**src/hdl/ghfr_pkg.sv**
```systemverilog
package ghfr_pkg;

  // Byte values seen on the link.
  localparam logic [7:0] AtSign    = 8'h40;
  localparam logic [7:0] CrByte    = 8'h0D;
  localparam logic [7:0] LfByte    = 8'h0A;
  localparam logic [7:0] PhaseNone = 8'hFF;

  // Ident characters.
  localparam logic [7:0] ChA = 8'h41;
  localparam logic [7:0] ChC = 8'h43;
  localparam logic [7:0] ChH = 8'h48;
  localparam logic [7:0] ChI = 8'h49;
  localparam logic [7:0] ChW = 8'h57;
  localparam logic [7:0] ChY = 8'h59;
  localparam logic [7:0] Chd = 8'h64;
  localparam logic [7:0] Chj = 8'h6A;

  // Frame body storage.
  localparam int unsigned BodyDepth = 6;
  localparam int unsigned BodyIdxW  = 3;
  localparam logic [3:0]  CountMax  = 4'd15;

  // Reset values.
  localparam logic [7:0]  LnavVnavReset = 8'd4;
  localparam logic [7:0]  LpvReset      = 8'd5;
  localparam logic [15:0] SbasReset     = 16'h0001;

  // Configuration register indexes.
  localparam logic CfgLnavVnav = 1'b0;
  localparam logic CfgLpv      = 1'b1;

  typedef enum logic [1:0] {
    KindByte     = 2'd0,
    KindHostSent = 2'd1,
    KindSbasSent = 2'd2,
    KindNone     = 2'd3
  } kind_e;

  typedef enum logic [2:0] {
    StNone    = 3'd0,
    StApplied = 3'd1,
    StBadSum  = 3'd2,
    StIgnored = 3'd3,
    StUnknown = 3'd4
  } status_e;

  typedef enum logic [1:0] {
    HuntFirst  = 2'd0,
    HuntSecond = 2'd1,
    InFrame    = 2'd2
  } hunt_e;

  typedef struct packed {
    logic [7:0] lnav_vnav_phase_code;
    logic [7:0] lpv_phase_code;
  } cfg_t;

  typedef struct packed {
    status_e     frame_status;
    logic [7:0]  phase_now;
    logic        glideslope_on;
    logic [15:0] horiz_alert_limit;
    logic [15:0] vert_alert_limit;
    logic [15:0] sbas_choice;
    logic        hostid_pending;
    logic        sbas_pending;
  } result_t;

endpackage

```
**src/hdl/ghfr_core.sv**
```systemverilog
module ghfr_core (
  input  logic              clk_i,
  input  logic              rst_ni,
  input  logic              fire_i,
  input  logic [1:0]        kind_i,
  input  logic [7:0]        rx_byte_i,
  input  ghfr_pkg::cfg_t    cfg_i,
  output ghfr_pkg::result_t result_o
);

  ghfr_pkg::hunt_e hunt_q, hunt_d;
  logic        cr_q, cr_d;
  logic [3:0]  count_q, count_d, count_n;
  logic [7:0]  body_q [ghfr_pkg::BodyDepth];
  logic [7:0]  body_n [ghfr_pkg::BodyDepth];
  logic [7:0]  phase_q, phase_d;
  logic        gs_q, gs_d;
  logic [15:0] hal_q, hal_d;
  logic [15:0] val_q, val_d;
  logic [15:0] sbas_q, sbas_d;
  logic        hostid_q, hostid_d;
  logic        sbas_req_q, sbas_req_d;

  logic        is_byte;
  logic        frame_byte;
  logic        done;
  logic        store;
  ghfr_pkg::status_e status;

  assign is_byte    = fire_i && (ghfr_pkg::kind_e'(kind_i) == ghfr_pkg::KindByte);
  assign frame_byte = is_byte && (hunt_q == ghfr_pkg::InFrame);
  assign done       = frame_byte && (rx_byte_i == ghfr_pkg::LfByte) && cr_q;
  assign store      = frame_byte && (count_q < 4'(ghfr_pkg::BodyDepth));
  assign count_n    = (count_q == ghfr_pkg::CountMax) ? count_q : count_q + 4'd1;

  // Body as it stands once the current byte is stored.
  always_comb begin
    for (int i = 0; i < ghfr_pkg::BodyDepth; i++) begin
      body_n[i] = (count_q == 4'(i)) ? rx_byte_i : body_q[i];
    end
  end

  // True when the first n body bytes XOR to body byte n and that byte arrived.
  function automatic logic sum_ok(input logic [7:0] b0, input logic [7:0] b1,
                                  input logic [7:0] b2, input logic [7:0] b3,
                                  input logic [7:0] b4, input logic [7:0] b5,
                                  input logic [3:0] cnt, input logic [2:0] n);
    logic [7:0] x;
    logic [7:0] chk;
    x = b0 ^ b1;
    chk = b2;
    if (n >= 3'd3) begin
      x = x ^ b2;
      chk = b3;
    end
    if (n >= 3'd4) begin
      x = x ^ b3;
      chk = b4;
    end
    if (n >= 3'd5) begin
      x = x ^ b4;
      chk = b5;
    end
    return (cnt >= 4'({1'b0, n} + 4'd1)) && (x == chk);
  endfunction

  // Hunt state sequence.
  always_comb begin
    hunt_d = hunt_q;
    if (is_byte) begin
      unique case (hunt_q)
        ghfr_pkg::HuntFirst: begin
          if (rx_byte_i == ghfr_pkg::AtSign) hunt_d = ghfr_pkg::HuntSecond;
        end
        ghfr_pkg::HuntSecond: begin
          hunt_d = (rx_byte_i == ghfr_pkg::AtSign) ? ghfr_pkg::InFrame
                                                    : ghfr_pkg::HuntFirst;
        end
        ghfr_pkg::InFrame: begin
          if (done) hunt_d = ghfr_pkg::HuntFirst;
        end
        default: hunt_d = ghfr_pkg::HuntFirst;
      endcase
    end
  end

  // Framer counters, frame decode and the applied registers.
  always_comb begin
    cr_d       = cr_q;
    count_d    = count_q;
    phase_d    = phase_q;
    gs_d       = gs_q;
    hal_d      = hal_q;
    val_d      = val_q;
    sbas_d     = sbas_q;
    hostid_d   = hostid_q;
    sbas_req_d = sbas_req_q;
    status     = ghfr_pkg::StNone;

    if (frame_byte) begin
      cr_d    = (rx_byte_i == ghfr_pkg::CrByte) && !cr_q;
      count_d = done ? 4'd0 : count_n;
    end

    if (done) begin
      if (body_n[0] == ghfr_pkg::ChA && body_n[1] == ghfr_pkg::ChH) begin
        if (sum_ok(body_n[0], body_n[1], body_n[2], body_n[3], body_n[4], body_n[5],
                   count_n, 3'd3)) begin
          phase_d = body_n[2];
          gs_d    = (body_n[2] == cfg_i.lnav_vnav_phase_code) ||
                    (body_n[2] == cfg_i.lpv_phase_code);
          status  = ghfr_pkg::StApplied;
        end else begin
          status  = ghfr_pkg::StBadSum;
        end
      end else if (body_n[0] == ghfr_pkg::ChA && body_n[1] == ghfr_pkg::ChI) begin
        if (sum_ok(body_n[0], body_n[1], body_n[2], body_n[3], body_n[4], body_n[5],
                   count_n, 3'd4)) begin
          hal_d  = {body_n[2], body_n[3]};
          status = ghfr_pkg::StApplied;
        end else begin
          status = ghfr_pkg::StBadSum;
        end
      end else if (body_n[0] == ghfr_pkg::ChC && body_n[1] == ghfr_pkg::Chj) begin
        if (sum_ok(body_n[0], body_n[1], body_n[2], body_n[3], body_n[4], body_n[5],
                   count_n, 3'd2)) begin
          hostid_d = 1'b1;
          status   = ghfr_pkg::StApplied;
        end else begin
          status   = ghfr_pkg::StBadSum;
        end
      end else if (body_n[0] == ghfr_pkg::ChW && body_n[1] == ghfr_pkg::ChA) begin
        if (sum_ok(body_n[0], body_n[1], body_n[2], body_n[3], body_n[4], body_n[5],
                   count_n, 3'd5)) begin
          sbas_d     = {body_n[3], body_n[4]};
          sbas_req_d = 1'b1;
          status     = ghfr_pkg::StApplied;
        end else begin
          status     = ghfr_pkg::StBadSum;
        end
      end else if (body_n[0] == ghfr_pkg::ChW && body_n[1] == ghfr_pkg::Chd) begin
        if (sum_ok(body_n[0], body_n[1], body_n[2], body_n[3], body_n[4], body_n[5],
                   count_n, 3'd4)) begin
          val_d  = {body_n[2], body_n[3]};
          status = ghfr_pkg::StApplied;
        end else begin
          status = ghfr_pkg::StBadSum;
        end
      end else if (body_n[0] == ghfr_pkg::ChW && body_n[1] == ghfr_pkg::ChY) begin
        status = ghfr_pkg::StIgnored;
      end else begin
        status = ghfr_pkg::StUnknown;
      end
    end

    if (fire_i) begin
      case (ghfr_pkg::kind_e'(kind_i))
        ghfr_pkg::KindHostSent: hostid_d   = 1'b0;
        ghfr_pkg::KindSbasSent: sbas_req_d = 1'b0;
        default: ;
      endcase
    end
  end

  always_comb begin
    result_o.frame_status      = status;
    result_o.phase_now         = phase_d;
    result_o.glideslope_on     = gs_d;
    result_o.horiz_alert_limit = hal_d;
    result_o.vert_alert_limit  = val_d;
    result_o.sbas_choice       = sbas_d;
    result_o.hostid_pending    = hostid_d;
    result_o.sbas_pending      = sbas_req_d;
  end

  always_ff @(posedge clk_i or negedge rst_ni) begin
    if (!rst_ni) begin
      hunt_q     <= ghfr_pkg::HuntFirst;
      cr_q       <= 1'b0;
      count_q    <= 4'd0;
      phase_q    <= ghfr_pkg::PhaseNone;
      gs_q       <= 1'b0;
      hal_q      <= 16'd0;
      val_q      <= 16'd0;
      sbas_q     <= ghfr_pkg::SbasReset;
      hostid_q   <= 1'b1;
      sbas_req_q <= 1'b0;
    end else begin
      hunt_q     <= hunt_d;
      cr_q       <= cr_d;
      count_q    <= count_d;
      phase_q    <= phase_d;
      gs_q       <= gs_d;
      hal_q      <= hal_d;
      val_q      <= val_d;
      sbas_q     <= sbas_d;
      hostid_q   <= hostid_d;
      sbas_req_q <= sbas_req_d;
    end
  end

  // Body bytes hold no reset; only entries written in this frame are read.
  always_ff @(posedge clk_i) begin
    if (store) begin
      body_q[count_q[ghfr_pkg::BodyIdxW-1:0]] <= rx_byte_i;
    end
  end

  a_done_rehunts: assert property (@(posedge clk_i) disable iff (!rst_ni)
    done |=> (hunt_q == ghfr_pkg::HuntFirst) && (count_q == 4'd0) && !cr_q)
    else $error("frame end did not restart the hunt");

  a_idle_framer_clear: assert property (@(posedge clk_i) disable iff (!rst_ni)
    (hunt_q != ghfr_pkg::InFrame) |-> (count_q == 4'd0) && !cr_q)
    else $error("framer counters busy outside a frame");

  a_phase_only_on_fire: assert property (@(posedge clk_i) disable iff (!rst_ni)
    !fire_i |=> $stable(phase_q) && $stable(hal_q) && $stable(val_q) && $stable(sbas_q))
    else $error("applied register changed without an item");

  a_status_needs_end: assert property (@(posedge clk_i) disable iff (!rst_ni)
    !done |-> (status == ghfr_pkg::StNone))
    else $error("frame status without a frame end");

endmodule

```
**src/hdl/gps_host_frame_receiver.sv**
```systemverilog
// Host frame receiver for a GPS serial link. Each input beat carries one item:
// a received byte (kind 0) or a note that the host-id reply (kind 1) or the SBAS
// reply (kind 2) went out; kind 3 does nothing. Bytes are framed as two '@'
// signs, a body of ident, payload and checksum, and CR LF. When LF ends a frame
// the body is XOR-checked and applied: AH sets the flight phase and glideslope
// flag, AI sets HAL, Wd sets VAL, WA sets the SBAS word and raises its request,
// Cj raises the host-id request, WY is ignored. Every input beat yields exactly
// one output beat with the frame status and the register values after that
// item. The block takes one item per clock while the output is not stalled:
// an input register feeds the framer and decode logic, which write a result
// register, and both stages advance in the same cycle whenever the result
// register is empty or being taken; throughput is one item per cycle under no stall.
// The two phase codes that enable the glideslope are written on the
// configuration port (index 0 LNAV/VNAV, index 1 LPV); cfg_ready_o is always
// high, and writes are expected only while no item is in flight.
module gps_host_frame_receiver (
  input  logic        clk_i,
  input  logic        rst_ni,

  input  logic        in_valid_i,
  output logic        in_stall_o,
  input  logic [1:0]  kind_i,
  input  logic [7:0]  rx_byte_i,

  output logic        out_valid_o,
  input  logic        out_stall_i,
  output logic [2:0]  frame_status_o,
  output logic [7:0]  phase_now_o,
  output logic        glideslope_on_o,
  output logic [15:0] horiz_alert_limit_o,
  output logic [15:0] vert_alert_limit_o,
  output logic [15:0] sbas_choice_o,
  output logic        hostid_pending_o,
  output logic        sbas_pending_o,

  input  logic        cfg_valid_i,
  output logic        cfg_ready_o,
  input  logic        cfg_index_i,
  input  logic [7:0]  cfg_data_i
);

  logic              s1_valid_q, s1_valid_d;
  logic [1:0]        s1_kind_q;
  logic [7:0]        s1_byte_q;
  logic              out_valid_q, out_valid_d;
  ghfr_pkg::result_t out_q;
  ghfr_pkg::result_t result;
  ghfr_pkg::cfg_t    cfg_q;

  logic advance;
  logic in_take;
  logic fire;

  // The pipe moves when the result register is free or its beat is taken.
  assign advance    = !out_valid_q || !out_stall_i;
  assign in_stall_o = s1_valid_q && !advance;
  assign in_take    = in_valid_i && !in_stall_o;
  assign fire       = s1_valid_q && advance;

  assign s1_valid_d  = in_take ? 1'b1 : (advance ? 1'b0 : s1_valid_q);
  assign out_valid_d = fire ? 1'b1 : (out_stall_i ? out_valid_q : 1'b0);

  assign cfg_ready_o = 1'b1;

  always_ff @(posedge clk_i or negedge rst_ni) begin
    if (!rst_ni) begin
      s1_valid_q  <= 1'b0;
      out_valid_q <= 1'b0;
      cfg_q.lnav_vnav_phase_code <= ghfr_pkg::LnavVnavReset;
      cfg_q.lpv_phase_code       <= ghfr_pkg::LpvReset;
    end else begin
      s1_valid_q  <= s1_valid_d;
      out_valid_q <= out_valid_d;
      if (cfg_valid_i && cfg_ready_o) begin
        unique case (cfg_index_i)
          ghfr_pkg::CfgLnavVnav: cfg_q.lnav_vnav_phase_code <= cfg_data_i;
          ghfr_pkg::CfgLpv:      cfg_q.lpv_phase_code       <= cfg_data_i;
          default: ;
        endcase
      end
    end
  end

  // Payload registers carry no reset.
  always_ff @(posedge clk_i) begin
    if (in_take) begin
      s1_kind_q <= kind_i;
      s1_byte_q <= rx_byte_i;
    end
    if (fire) begin
      out_q <= result;
    end
  end

  ghfr_core u_core (
    .clk_i     (clk_i),
    .rst_ni    (rst_ni),
    .fire_i    (fire),
    .kind_i    (s1_kind_q),
    .rx_byte_i (s1_byte_q),
    .cfg_i     (cfg_q),
    .result_o  (result)
  );

  assign out_valid_o         = out_valid_q;
  assign frame_status_o      = out_q.frame_status;
  assign phase_now_o         = out_q.phase_now;
  assign glideslope_on_o     = out_q.glideslope_on;
  assign horiz_alert_limit_o = out_q.horiz_alert_limit;
  assign vert_alert_limit_o  = out_q.vert_alert_limit;
  assign sbas_choice_o       = out_q.sbas_choice;
  assign hostid_pending_o    = out_q.hostid_pending;
  assign sbas_pending_o      = out_q.sbas_pending;

  a_stall_needs_item: assert property (@(posedge clk_i) disable iff (!rst_ni)
    in_stall_o |-> s1_valid_q && out_valid_q)
    else $error("input stalled with nothing blocking");

  a_item_reaches_out: assert property (@(posedge clk_i) disable iff (!rst_ni)
    (s1_valid_q && !out_valid_q) |=> out_valid_q)
    else $error("item in the input register was not moved on");

  a_no_loss: assert property (@(posedge clk_i) disable iff (!rst_ni)
    (out_valid_q && out_stall_i) |=> out_valid_q && $stable(out_q))
    else $error("stalled result was overwritten or dropped");

endmodule
```
**config.mk**
```make
export PLATFORM = sky130hd
export DESIGN_NAME = gps_host_frame_receiver
export DESIGN_NICKNAME = d
export VERILOG_FILES = /design/src/hdl/ghfr_pkg.sv /design/src/hdl/ghfr_core.sv /design/src/hdl/gps_host_frame_receiver.sv
export SDC_FILE = /design/constraint.sdc
export NUM_CORES = 1
export LEC_CHECK = 0
export BUFFER_PORTS_ARGS = -buffer_cell sky130_fd_sc_hd__buf_2
export CORE_MARGIN = 2
export CORE_UTILIZATION = 54
export DETAILED_ROUTE_END_ITERATION = 10
export PLACE_DENSITY = 0.74
export SLEW_MARGIN = 20
export SYNTH_ARGS = -nofsm -noshare
export SYNTH_HDL_FRONTEND = slang
export SYNTH_HIERARCHICAL = 1
export SYNTH_SLANG_ARGS = --single-unit
export TNS_END_PERCENT = 10
```
**constraint.sdc**
```tcl
create_clock -name clk_i -period 10.2 [get_ports clk_i]
set_clock_uncertainty 0.15 [all_clocks]
set_input_delay 2.04 -clock clk_i [delete_from_list [all_inputs] [get_ports clk_i]]
set_output_delay 2.04 -clock clk_i [all_outputs]
set_load 0.03 [all_outputs]
```
==> reports/results.txt, run 1 <==
layout cells sized above 1 -> 35.5%
die area -> 18200 sq um
H-tree depth -> 1
Fmax -> 162 MHz
Critical path origin -> out_stall_i
cell-internal power -> 1.41 mW
clock-pin slew on the worst setup and hold paths -> 70 ps
Slew @ Worst Pin -> 1110 ps
crit end category -> register
fin nets -> 732
Final Max Tran Viols -> 0
clock network fraction of design power -> 43.3%
Rows -> 47
RD Place Congestion -> 1.01
Finished Layout Cells -> 939
Max Cap Viol -> 0
gr usage total -> 23.6%
overflow left after global routing -> 0
vias in the first global route -> 5700
initial antenna violation count -> 0
Crit path arrival time -> 6290 ps
Post-CTS Setup Inserts -> 0
die width -> 135 microns
Starting Density -> 55.5%
CTS tree -> built
Tcrit/Tclk final -> 60.6%
FF-to-FF Start -> u_core/count_q[1]$_DFFE_PN0P_
IO Count -> 89
syn avg cell area -> 15.1 sq um
Post-synth EDFFs -> 120
drt initial violations -> 563
area leader, netlist -> edfxtp_1
Die Y -> 135 microns
status -> finished, final reports clean
worst skew pair latency -> 510 ps
Yosys reg bits -> 204
post_cts resized -> 0
core area -> 16600 sq um
ys async rst share -> 41.2%
largest net degree at the start of global routing -> 65
Final Hold Viols -> 0
Final Critical Period -> 6190 ps
Startpoint Class -> input pin
DR DRC count -> 0
leak pwr -> 4.44 nW
syn nets -> 642
number of buffers created by CTS -> 22
Total Wirelength -> 20900 microns
First-pass DRT Iterations -> 7
Buffers on Ports -> 87
Comb pwr share -> 6.7%
CTS Sinks -> 204
crit path to -> sbas_choice_o[9]$_DFFE_PP_
synth unique cells -> 70
Post-Syn Instances -> 613
dpl cells -> 899
Slew Limit Headroom -> 25.3%
Yosys Warn Count -> 6
ranking of synthesized cells by instance count -> edfxtp_1 (120), dfrtp_1 (71), mux2_2 (65)
Sequential Power Share -> 50.0%
HPWL after detailed placement -> 14200 microns
crit-path max FO -> 64
post-synthesis sequential area ratio -> 62.0%
Peak supply drop -> 151 uV
Longest Clk Path Bufs -> 3
Cell Pwr Density -> 175 nW/um^2
final setup fails -> 0
routed length per instance -> 22.3 microns
RSZ-0062 raised after global routing -> no
vias per cell -> 5.84
CP Class -> in -> reg
P&R area growth vs syn -> 14.8%
critical path required time -> 10310 ps
n_diodes -> 0
R2R Setup Slk -> 4780 ps
hold_buf cts -> 0
# fillers -> 1215
Psw -> 0.438 mW
Synth area leaders -> edfxtp_1 (39%), dfrtp_1 (19%), mux2_2 (7.9%), xnor2_1 (3.9%), dfstp_2 (3.7%)
ys flop type -> edfxtp_1
first-pass GRT wire length -> 32900 microns
RR Endpoint -> sbas_choice_o[9]$_DFFE_PP_
count leader, synth -> edfxtp_1
Root Buffer -> clkbuf_16
routed vias -> 5484
Net Sw Frac -> 23.7%
Reg2Reg Depth -> 11
Hold Crit Class -> reg -> reg
Setup TNS Final -> 0 ps
top-area cell type share of the netlist area -> 39.0%
Syn Std Cell Area -> 9240 sq um
post-route ant nets -> 0
-- cell type report --
class,count,area (sq um),share of cell area [%]
Sequential cell,204,5720,54.0
Multi-Input combinational cell,367,3310,31.2
Clock buffer,23,564,5.32
Timing Repair Buffer,97,513,4.84
Tap cell,220,275,2.60
Clock inverter,17,179,1.69
Inverter,11,41.3,0.389
-- flip-flops by register name, indices dropped and copies added, names as in the netlist, 2 cells and up --
register	count
s1_kind_q	2
u_core/val_q	16
vert_alert_limit_o	16
frame_status_o	3
s1_byte_q	8
horiz_alert_limit_o	16
cfg_q	16
u_core/hal_q	16
phase_now_o	8
u_core/body_q	48
u_core/phase_q	8
u_core/hunt_q	2
u_core/sbas_q	16
sbas_choice_o	16
u_core/count_q	4
-- worst min path at each step --
stage | start | slack [ps] | cells after the start | endpoint
after floorplan | s1_valid_q$_DFFE_PN0P_ | 290 | 1 | out_valid_o$_DFFE_PN0P_
after global placement | u_core/sbas_q[7]$_DFF_PN0_ | 310 | 1 | u_core/sbas_q[7]$_DFF_PN0_
after detailed placement | u_core/sbas_q[13]$_DFF_PN0_ | 320 | 1 | u_core/sbas_q[13]$_DFF_PN0_
after CTS | u_core/hal_q[12]$_DFF_PN0_ | 340 | 1 | u_core/hal_q[12]$_DFF_PN0_
after global routing | u_core/sbas_q[7]$_DFF_PN0_ | 350 | 1 | u_core/sbas_q[7]$_DFF_PN0_
final | u_core/hal_q[6]$_DFF_PN0_ | 340 | 1 | u_core/hal_q[6]$_DFF_PN0_
-- kinds of logic after synthesis --
logic type	Yosys count	synth area share [%]
buf+inv	42	2.63
flops	204	62.0
xor+xnor	56	6.80
fa+ha+maj	5	0.677
compound gates	43	3.25
other cells	1	0.0406
mux	131	16.3
simple gates	131	8.35
-- per-stage QoR --
step / setup WS (ps) / utilization, % / hold slack, ps / total power [mW] / cell area, sq um
after floorplan: 1830 / - / 293 / 1.02 / 9240
after global placement: 3650 / 59.2 / 310 / 1.06 / 9840
after detailed placement: 3470 / 59.2 / 323 / 1.07 / 9840
after CTS: 4000 / 63.6 / 337 / 1.87 / 10600
after global routing: 3720 / 63.7 / 354 / 1.91 / 10600
final: 4010 / 63.7 / 337 / 1.85 / 10600
-- routing by layer --
metal / vias up / GRT usage, % / part of all wire [%]
met5: - / 0 / 0
met4: 0 / 5.50 / 2.2
met3: 39 / 3.83 / 6.8
met2: 238 / 37.1 / 46
met1: 2751 / 35.0 / 45
li1: 2456 / - / -
-- placed cells by master (no fill, tap or decap), drive strengths merged, types with 7 or more instances in the layout --
master,Yosys,layout
nand4,11,11
edfxtp,120,120
xnor3,7,7
nor4,9,9
o21ai,8,8
nor2,20,20
inv,11,14
nor3b,8,8
nand3,13,13
mux2,98,98
mux2i,33,33
clkinv,0,8
clkbuf,12,23
nand2,30,30
nor3,12,12
dfrtp,71,71
dfstp,13,13
buf,19,97
xnor2,42,42
a21oi,8,8
-- power groups by stage --
stage	Combinational (mW)	Clock [mW]	Sequential, mW
after floorplan	0.0569	0	0.967
after global placement	0.123	0	0.942
after detailed placement	0.125	0	0.943
after CTS	0.125	0.817	0.927
after global routing	0.133	0.843	0.930
final	0.124	0.801	0.927
-- worst max-delay path: stages --
cell and delay, ps:
buf_2 130, a21boi_4 110, buf_4 640, inv_1 160, nor3_2 270, and3_1 340
nand4b_1 180, or4_1 660, a211o_1 360, nor4_4 680, buf_4 330, mux2_1 370
No activity file was read; power rests on OpenSTA's default activity.
==> inputs of run 2 (changes only) <==
--- a/config.mk
+++ b/config.mk
@@ -7,9 +7,9 @@
 export LEC_CHECK = 0
 export BUFFER_PORTS_ARGS = -buffer_cell sky130_fd_sc_hd__buf_2
 export CORE_MARGIN = 2
-export CORE_UTILIZATION = 54
+export CORE_UTILIZATION = 53
 export DETAILED_ROUTE_END_ITERATION = 10
-export PLACE_DENSITY = 0.74
+export PLACE_DENSITY = 0.75
 export SLEW_MARGIN = 20
 export SYNTH_ARGS = -nofsm -noshare
 export SYNTH_HDL_FRONTEND = slang
==> constraint.sdc (replaced) <==
create_clock -name clk_i -period 5.25 [get_ports clk_i]
set_clock_uncertainty 0.15 [all_clocks]
set_input_delay 1.05 -clock clk_i [delete_from_list [all_inputs] [get_ports clk_i]]
set_output_delay 1.05 -clock clk_i [all_outputs]
set_load 0.03 [all_outputs]
==> reports/results.txt, run 2 (synthesis results as in run 1) <==
Psw -> 0.793 mW
Total Wirelength -> 20600 microns
Crit path arrival time -> 4940 ps
Buffers on Ports -> 87
core area -> 17200 sq um
Tcrit/Tclk final -> 92.6%
overflow left after global routing -> 0
critical path required time -> 5330 ps
routed length per instance -> 21.8 microns
max reg flops -> 48
RSZ-0062 raised after global routing -> no
total power -> 3.58 mW
# fillers -> 1300
die width -> 136 microns
Slew Limit Headroom -> 32.6%
CP Class -> reg -> reg
post_cts resized -> 0
gr usage total -> 22.8%
crit end category -> register
Slew @ Worst Pin -> 1000 ps
Rows -> 48
clock-pin slew on the worst setup and hold paths -> 70 ps
initial antenna violation count -> 0
worst skew pair latency -> 500 ps
number of buffers created by CTS -> 21
final setup fails -> 0
hold slack -> 315 ps
most common cell after layout, fill and taps aside -> edfxtp_1
Post-CTS Setup Inserts -> 0
R2R Setup Slk -> 390 ps
FF-to-FF Start -> u_core/count_q[1]$_DFFE_PN0P_
Cell Pwr Density -> 338 nW/um^2
die area -> 18500 sq um
CTS Sinks -> 204
largest net degree at the start of global routing -> 64
Post-Route Utilization -> 61.7%
First-pass DRT Iterations -> 5
layout cells sized above 1 -> 34.7%
CTS tree -> built
RR Endpoint -> horiz_alert_limit_o[10]$_DFFE_PP_
Root Buffer -> clkbuf_16
Startpoint Class -> register
DR DRC count -> 0
routed vias -> 5458
Final Hold Viols -> 0
most frequent cells in the layout -> edfxtp_1 (120), buf_2 (86), dfrtp_1 (71)
status -> finished, final reports clean
Hold Crit Class -> in -> async
vias per cell -> 5.77
hold_buf cts -> 0
Fmax -> 206 MHz
IO Count -> 89
Peak supply drop -> 260 uV
leak pwr -> 4.45 nW
n_diodes -> 0
vias in the first global route -> 5416
Setup TNS Final -> 0 ps
HPWL after detailed placement -> 14300 microns
Final Critical Period -> 4860 ps
P&R area growth vs syn -> 14.7%
Net Sw Frac -> 22.2%
Starting Density -> 53.8%
Max Cap Viol -> 0
Final Max Tran Viols -> 0
drt initial violations -> 425
fin nets -> 735
post-route ant nets -> 0
Die Y -> 136 microns
RD Place Congestion -> 1.00
Longest Clk Path Bufs -> 3
Sequential Power Share -> 50.4%
first-pass GRT wire length -> 31500 microns
crit-path max FO -> 17
clock network fraction of design power -> 43.1%
H-tree depth -> 1
cell-internal power -> 2.78 mW
Reg2Reg Depth -> 12
Comb pwr share -> 6.5%
[run 2: cell types whose count changed in the layout (fill, tap and decap cells not counted), moves of 2 or more]
cell,change
buf_4,+4
clkinvlp_4,-3
bufinv_16,+2
clkbuf_1,+2
clkinv_1,+2
inv_8,-2
[run 2: critical path: stages, from the launching register on]
cell and delay [ps]:
dfrtp_1 500, inv_1 220, ha_1 200, nor3b_4 630, mux2i_2 480, xnor3_1 510
xnor2_1 200, a222oi_1 330, nand4_1 230, nor3_1 290, and3_1 190, buf_4 270
mux2_1 380
[run 2: how the worst max path moves through the flow]
stage	startpoint	to	slack, ps	cells past startpoint
after floorplan	out_stall_i	sbas_choice_o[13]$_DFFE_PP_	20	12
after global placement	u_core/count_q[1]$_DFFE_PN0P_	horiz_alert_limit_o[1]$_DFFE_PP_	560	12
after detailed placement	u_core/count_q[1]$_DFFE_PN0P_	horiz_alert_limit_o[10]$_DFFE_PP_	460	12
after CTS	u_core/count_q[1]$_DFFE_PN0P_	horiz_alert_limit_o[10]$_DFFE_PP_	430	12
after global routing	u_core/count_q[1]$_DFFE_PN0P_	horiz_alert_limit_o[8]$_DFFE_PP_	70	12
final	u_core/count_q[1]$_DFFE_PN0P_	horiz_alert_limit_o[10]$_DFFE_PP_	390	12
[run 2: layout make-up]
class                   count  area, sq um  area share [%]
well taps                 225          282            2.66
multi-input cells         367         3290            31.0
inverters                  11         41.3           0.390
clock inverters            15          185            1.75
flip-flops and latches    204         5720            54.0
repair buffers            101          543            5.13
clock buffers              23          533            5.03
[run 2: routing by layer]
| layer | share of wire (%) | global-route usage (%) |
|---|---|---|
| met1 | 45 | 33.1 |
| met2 | 46 | 34.9 |
| met3 | 6.3 | 4.25 |
| met4 | 3.0 | 7.81 |
| met5 | 0 | 0 |
[run 2: power groups by stage]
| stage | registers, mW | clock network, mW | logic [mW] |
|---|---|---|---|
| 6_report | 1.80 | 1.54 | 0.232 |
| 5_1_grt | 1.81 | 1.63 | 0.250 |
| 4_1_cts | 1.80 | 1.57 | 0.235 |
| 3_5_place_dp | 1.84 | 0 | 0.233 |
| 3_3_place_gp | 1.83 | 0 | 0.230 |
| 2_1_floorplan | 1.88 | 0 | 0.111 |
[run 2: metrics by stage]
step	setup WS, ps	cell area [sq um]	cells
CTS	425	10600	946
finish	389	10600	946
detailed placement	462	9870	908
global route	65.5	10600	946
global placement	560	9870	908
floorplan	22.8	9260	613
==> inputs of run 3 (changes only) <==
--- a/config.mk
+++ b/config.mk
@@ -9,7 +9,7 @@
 export CORE_MARGIN = 2
 export CORE_UTILIZATION = 53
 export DETAILED_ROUTE_END_ITERATION = 10
-export PLACE_DENSITY = 0.75
+export PLACE_DENSITY = 0.84
 export SLEW_MARGIN = 20
 export SYNTH_ARGS = -nofsm -noshare
 export SYNTH_HDL_FRONTEND = slang
==> reports/results.txt, run 3 (synthesis results as in run 1) <==
status -> finished, final reports clean
DR DRC count -> 0
overflow left after global routing -> 0
HPWL after detailed placement -> 14300 microns
routed vias -> 5598
FF-to-FF Start -> u_core/count_q[1]$_DFFE_PN0P_
Starting Density -> 53.8%
post-route ant nets -> 0
Max Cap Viol -> 0
Final Hold Viols -> 0
RSZ-0062 raised after global routing -> no
Slew @ Worst Pin -> 1010 ps
crit-path max FO -> 11
cell-internal power -> 2.69 mW
Reg2Reg Depth -> 13
routed length per instance -> 22.1 microns
IO Count -> 89
max reg flops -> 48
delay-heaviest family, CP -> simple AND/OR/NAND/NOR gates
P&R area growth vs syn -> 14.7%
most frequent CP cell -> buf_4
most frequent cells in the layout -> edfxtp_1 (120), buf_2 (86), dfrtp_1 (71)
Root Buffer -> clkbuf_16
CTS tree -> built
RD Place Congestion -> 0.955
Startpoint Class -> register
crit end category -> register
largest net degree at the start of global routing -> 64
gr usage total -> 23.1%
final setup fails -> 0
Setup TNS Final -> 0 ps
Crit path arrival time -> 4980 ps
WP buf/inv -> 3
slowest CP cell -> xnor3_2
worst skew pair latency -> 500 ps
Slew Limit Headroom -> 32.1%
Total Wirelength -> 21000 microns
core area -> 17200 sq um
vias per cell -> 5.89
number of buffers created by CTS -> 21
RR Endpoint -> vert_alert_limit_o[13]$_DFFE_PP_
Longest Clk Path Bufs -> 3
CTS Sinks -> 204
Psw -> 0.786 mW
Peak supply drop -> 345 uV
Post-Route Utilization -> 61.7%
crit-path max cell delay -> 580 ps
H-tree depth -> 1
Final Critical Period -> 4880 ps
Post-CTS Setup Inserts -> 0
first-pass GRT wire length -> 32600 microns
CP Class -> reg -> reg
Tcrit/Tclk final -> 93.0%
Cell Pwr Density -> 328 nW/um^2
initial antenna violation count -> 0
fin nets -> 740
Buffers on Ports -> 87
clock-pin slew on the worst setup and hold paths -> 60 ps
post_cts resized -> 0
critical path required time -> 5340 ps
Fmax -> 205 MHz
n_diodes -> 0
Rows -> 48
layout cells sized above 1 -> 35.3%
most common cell after layout, fill and taps aside -> edfxtp_1
Net Sw Frac -> 22.6%
leak pwr -> 4.46 nW
crit path cell chain -> inv_1, ha_1, nor3b_4, buf_4, mux2i_1, xnor3_2, nand3_1, o31ai_1, or4_4, nor3_2, nand3_2, buf_4, mux2_4
hold_buf cts -> 0
Die Y -> 136 microns
drt initial violations -> 604
Hold Crit Class -> in -> async
clock network fraction of design power -> 41.1%
Final Max Tran Viols -> 0
R2R Setup Slk -> 370 ps
total power -> 3.47 mW
vias in the first global route -> 5640
Comb pwr share -> 7.0%
First-pass DRT Iterations -> 5
die area -> 18500 sq um
die width -> 136 microns
Sequential Power Share -> 52.0%
[run 3: cell types whose count changed in the layout (fill, tap and decap cells not counted), moves of 3 or more]
| cell | change |
|---|---|
| buf_4 | +5 |
| bufinv_16 | -3 |
| clkinv_1 | -3 |
| clkbuf_1 | +3 |
[run 3: stage by stage]
stage          hold slack [ps]  instances  setup slack (ps)  cell area (sq um)
2_1_floorplan              300        613              22.8               9260
3_3_place_gp               310        909               573               9880
3_5_place_dp               321        909               379               9880
4_1_cts                    320        946               363              10500
5_1_grt                    335        950               183              10600
6_report                   320        950               367              10600
[run 3: worst max-delay path by stage]
stage                                   from                                to  cells after the start
3_5_place_dp   u_core/count_q[1]$_DFFE_PN0P_   vert_alert_limit_o[8]$_DFFE_PP_                     12
6_report       u_core/count_q[1]$_DFFE_PN0P_  vert_alert_limit_o[13]$_DFFE_PP_                     13
4_1_cts        u_core/count_q[1]$_DFFE_PN0P_  vert_alert_limit_o[13]$_DFFE_PP_                     12
5_1_grt        u_core/count_q[1]$_DFFE_PN0P_  vert_alert_limit_o[10]$_DFFE_PP_                     12
2_1_floorplan                    out_stall_i       sbas_choice_o[13]$_DFFE_PP_                     12
3_3_place_gp   u_core/count_q[1]$_DFFE_PN0P_  vert_alert_limit_o[12]$_DFFE_PP_                     12
[run 3: layout make-up]
type	count	area (sq um)
inverters	11	41.3
clock buffers	28	583
repair buffers	106	581
flip-flops and latches	204	5720
clock inverters	9	81.3
multi-input cells	367	3310
well taps	225	282
fillers	1287	6580
[run 3: power groups by stage]
stage               Combinational [mW]  Sequential, mW  Clock, mW
floorplan                        0.111            1.88          0
global placement                 0.235            1.83          0
detailed placement               0.241            1.83          0
CTS                              0.242            1.80       1.45
global route                     0.259            1.81       1.51
finish                           0.242            1.80       1.43
[run 3: per-layer routing]
layer / GRT usage [%] / part of all wire (%)
met5: 0 / 0
met4: 5.61 / 1.8
met1: 33.1 / 43
met3: 3.47 / 7.1
met2: 37.3 / 48
[run 3: worst reg2reg max path: stages, from the launching register on]
cell     delay, ps
dfrtp_1        520
inv_1          240
ha_1           220
nor3b_4        510
buf_4          250
mux2i_1        310
xnor3_2        580
nand3_1        130
o31ai_1         80
or4_4          520
nor3_2         240
nand3_2        270
buf_4          310
mux2_4         330
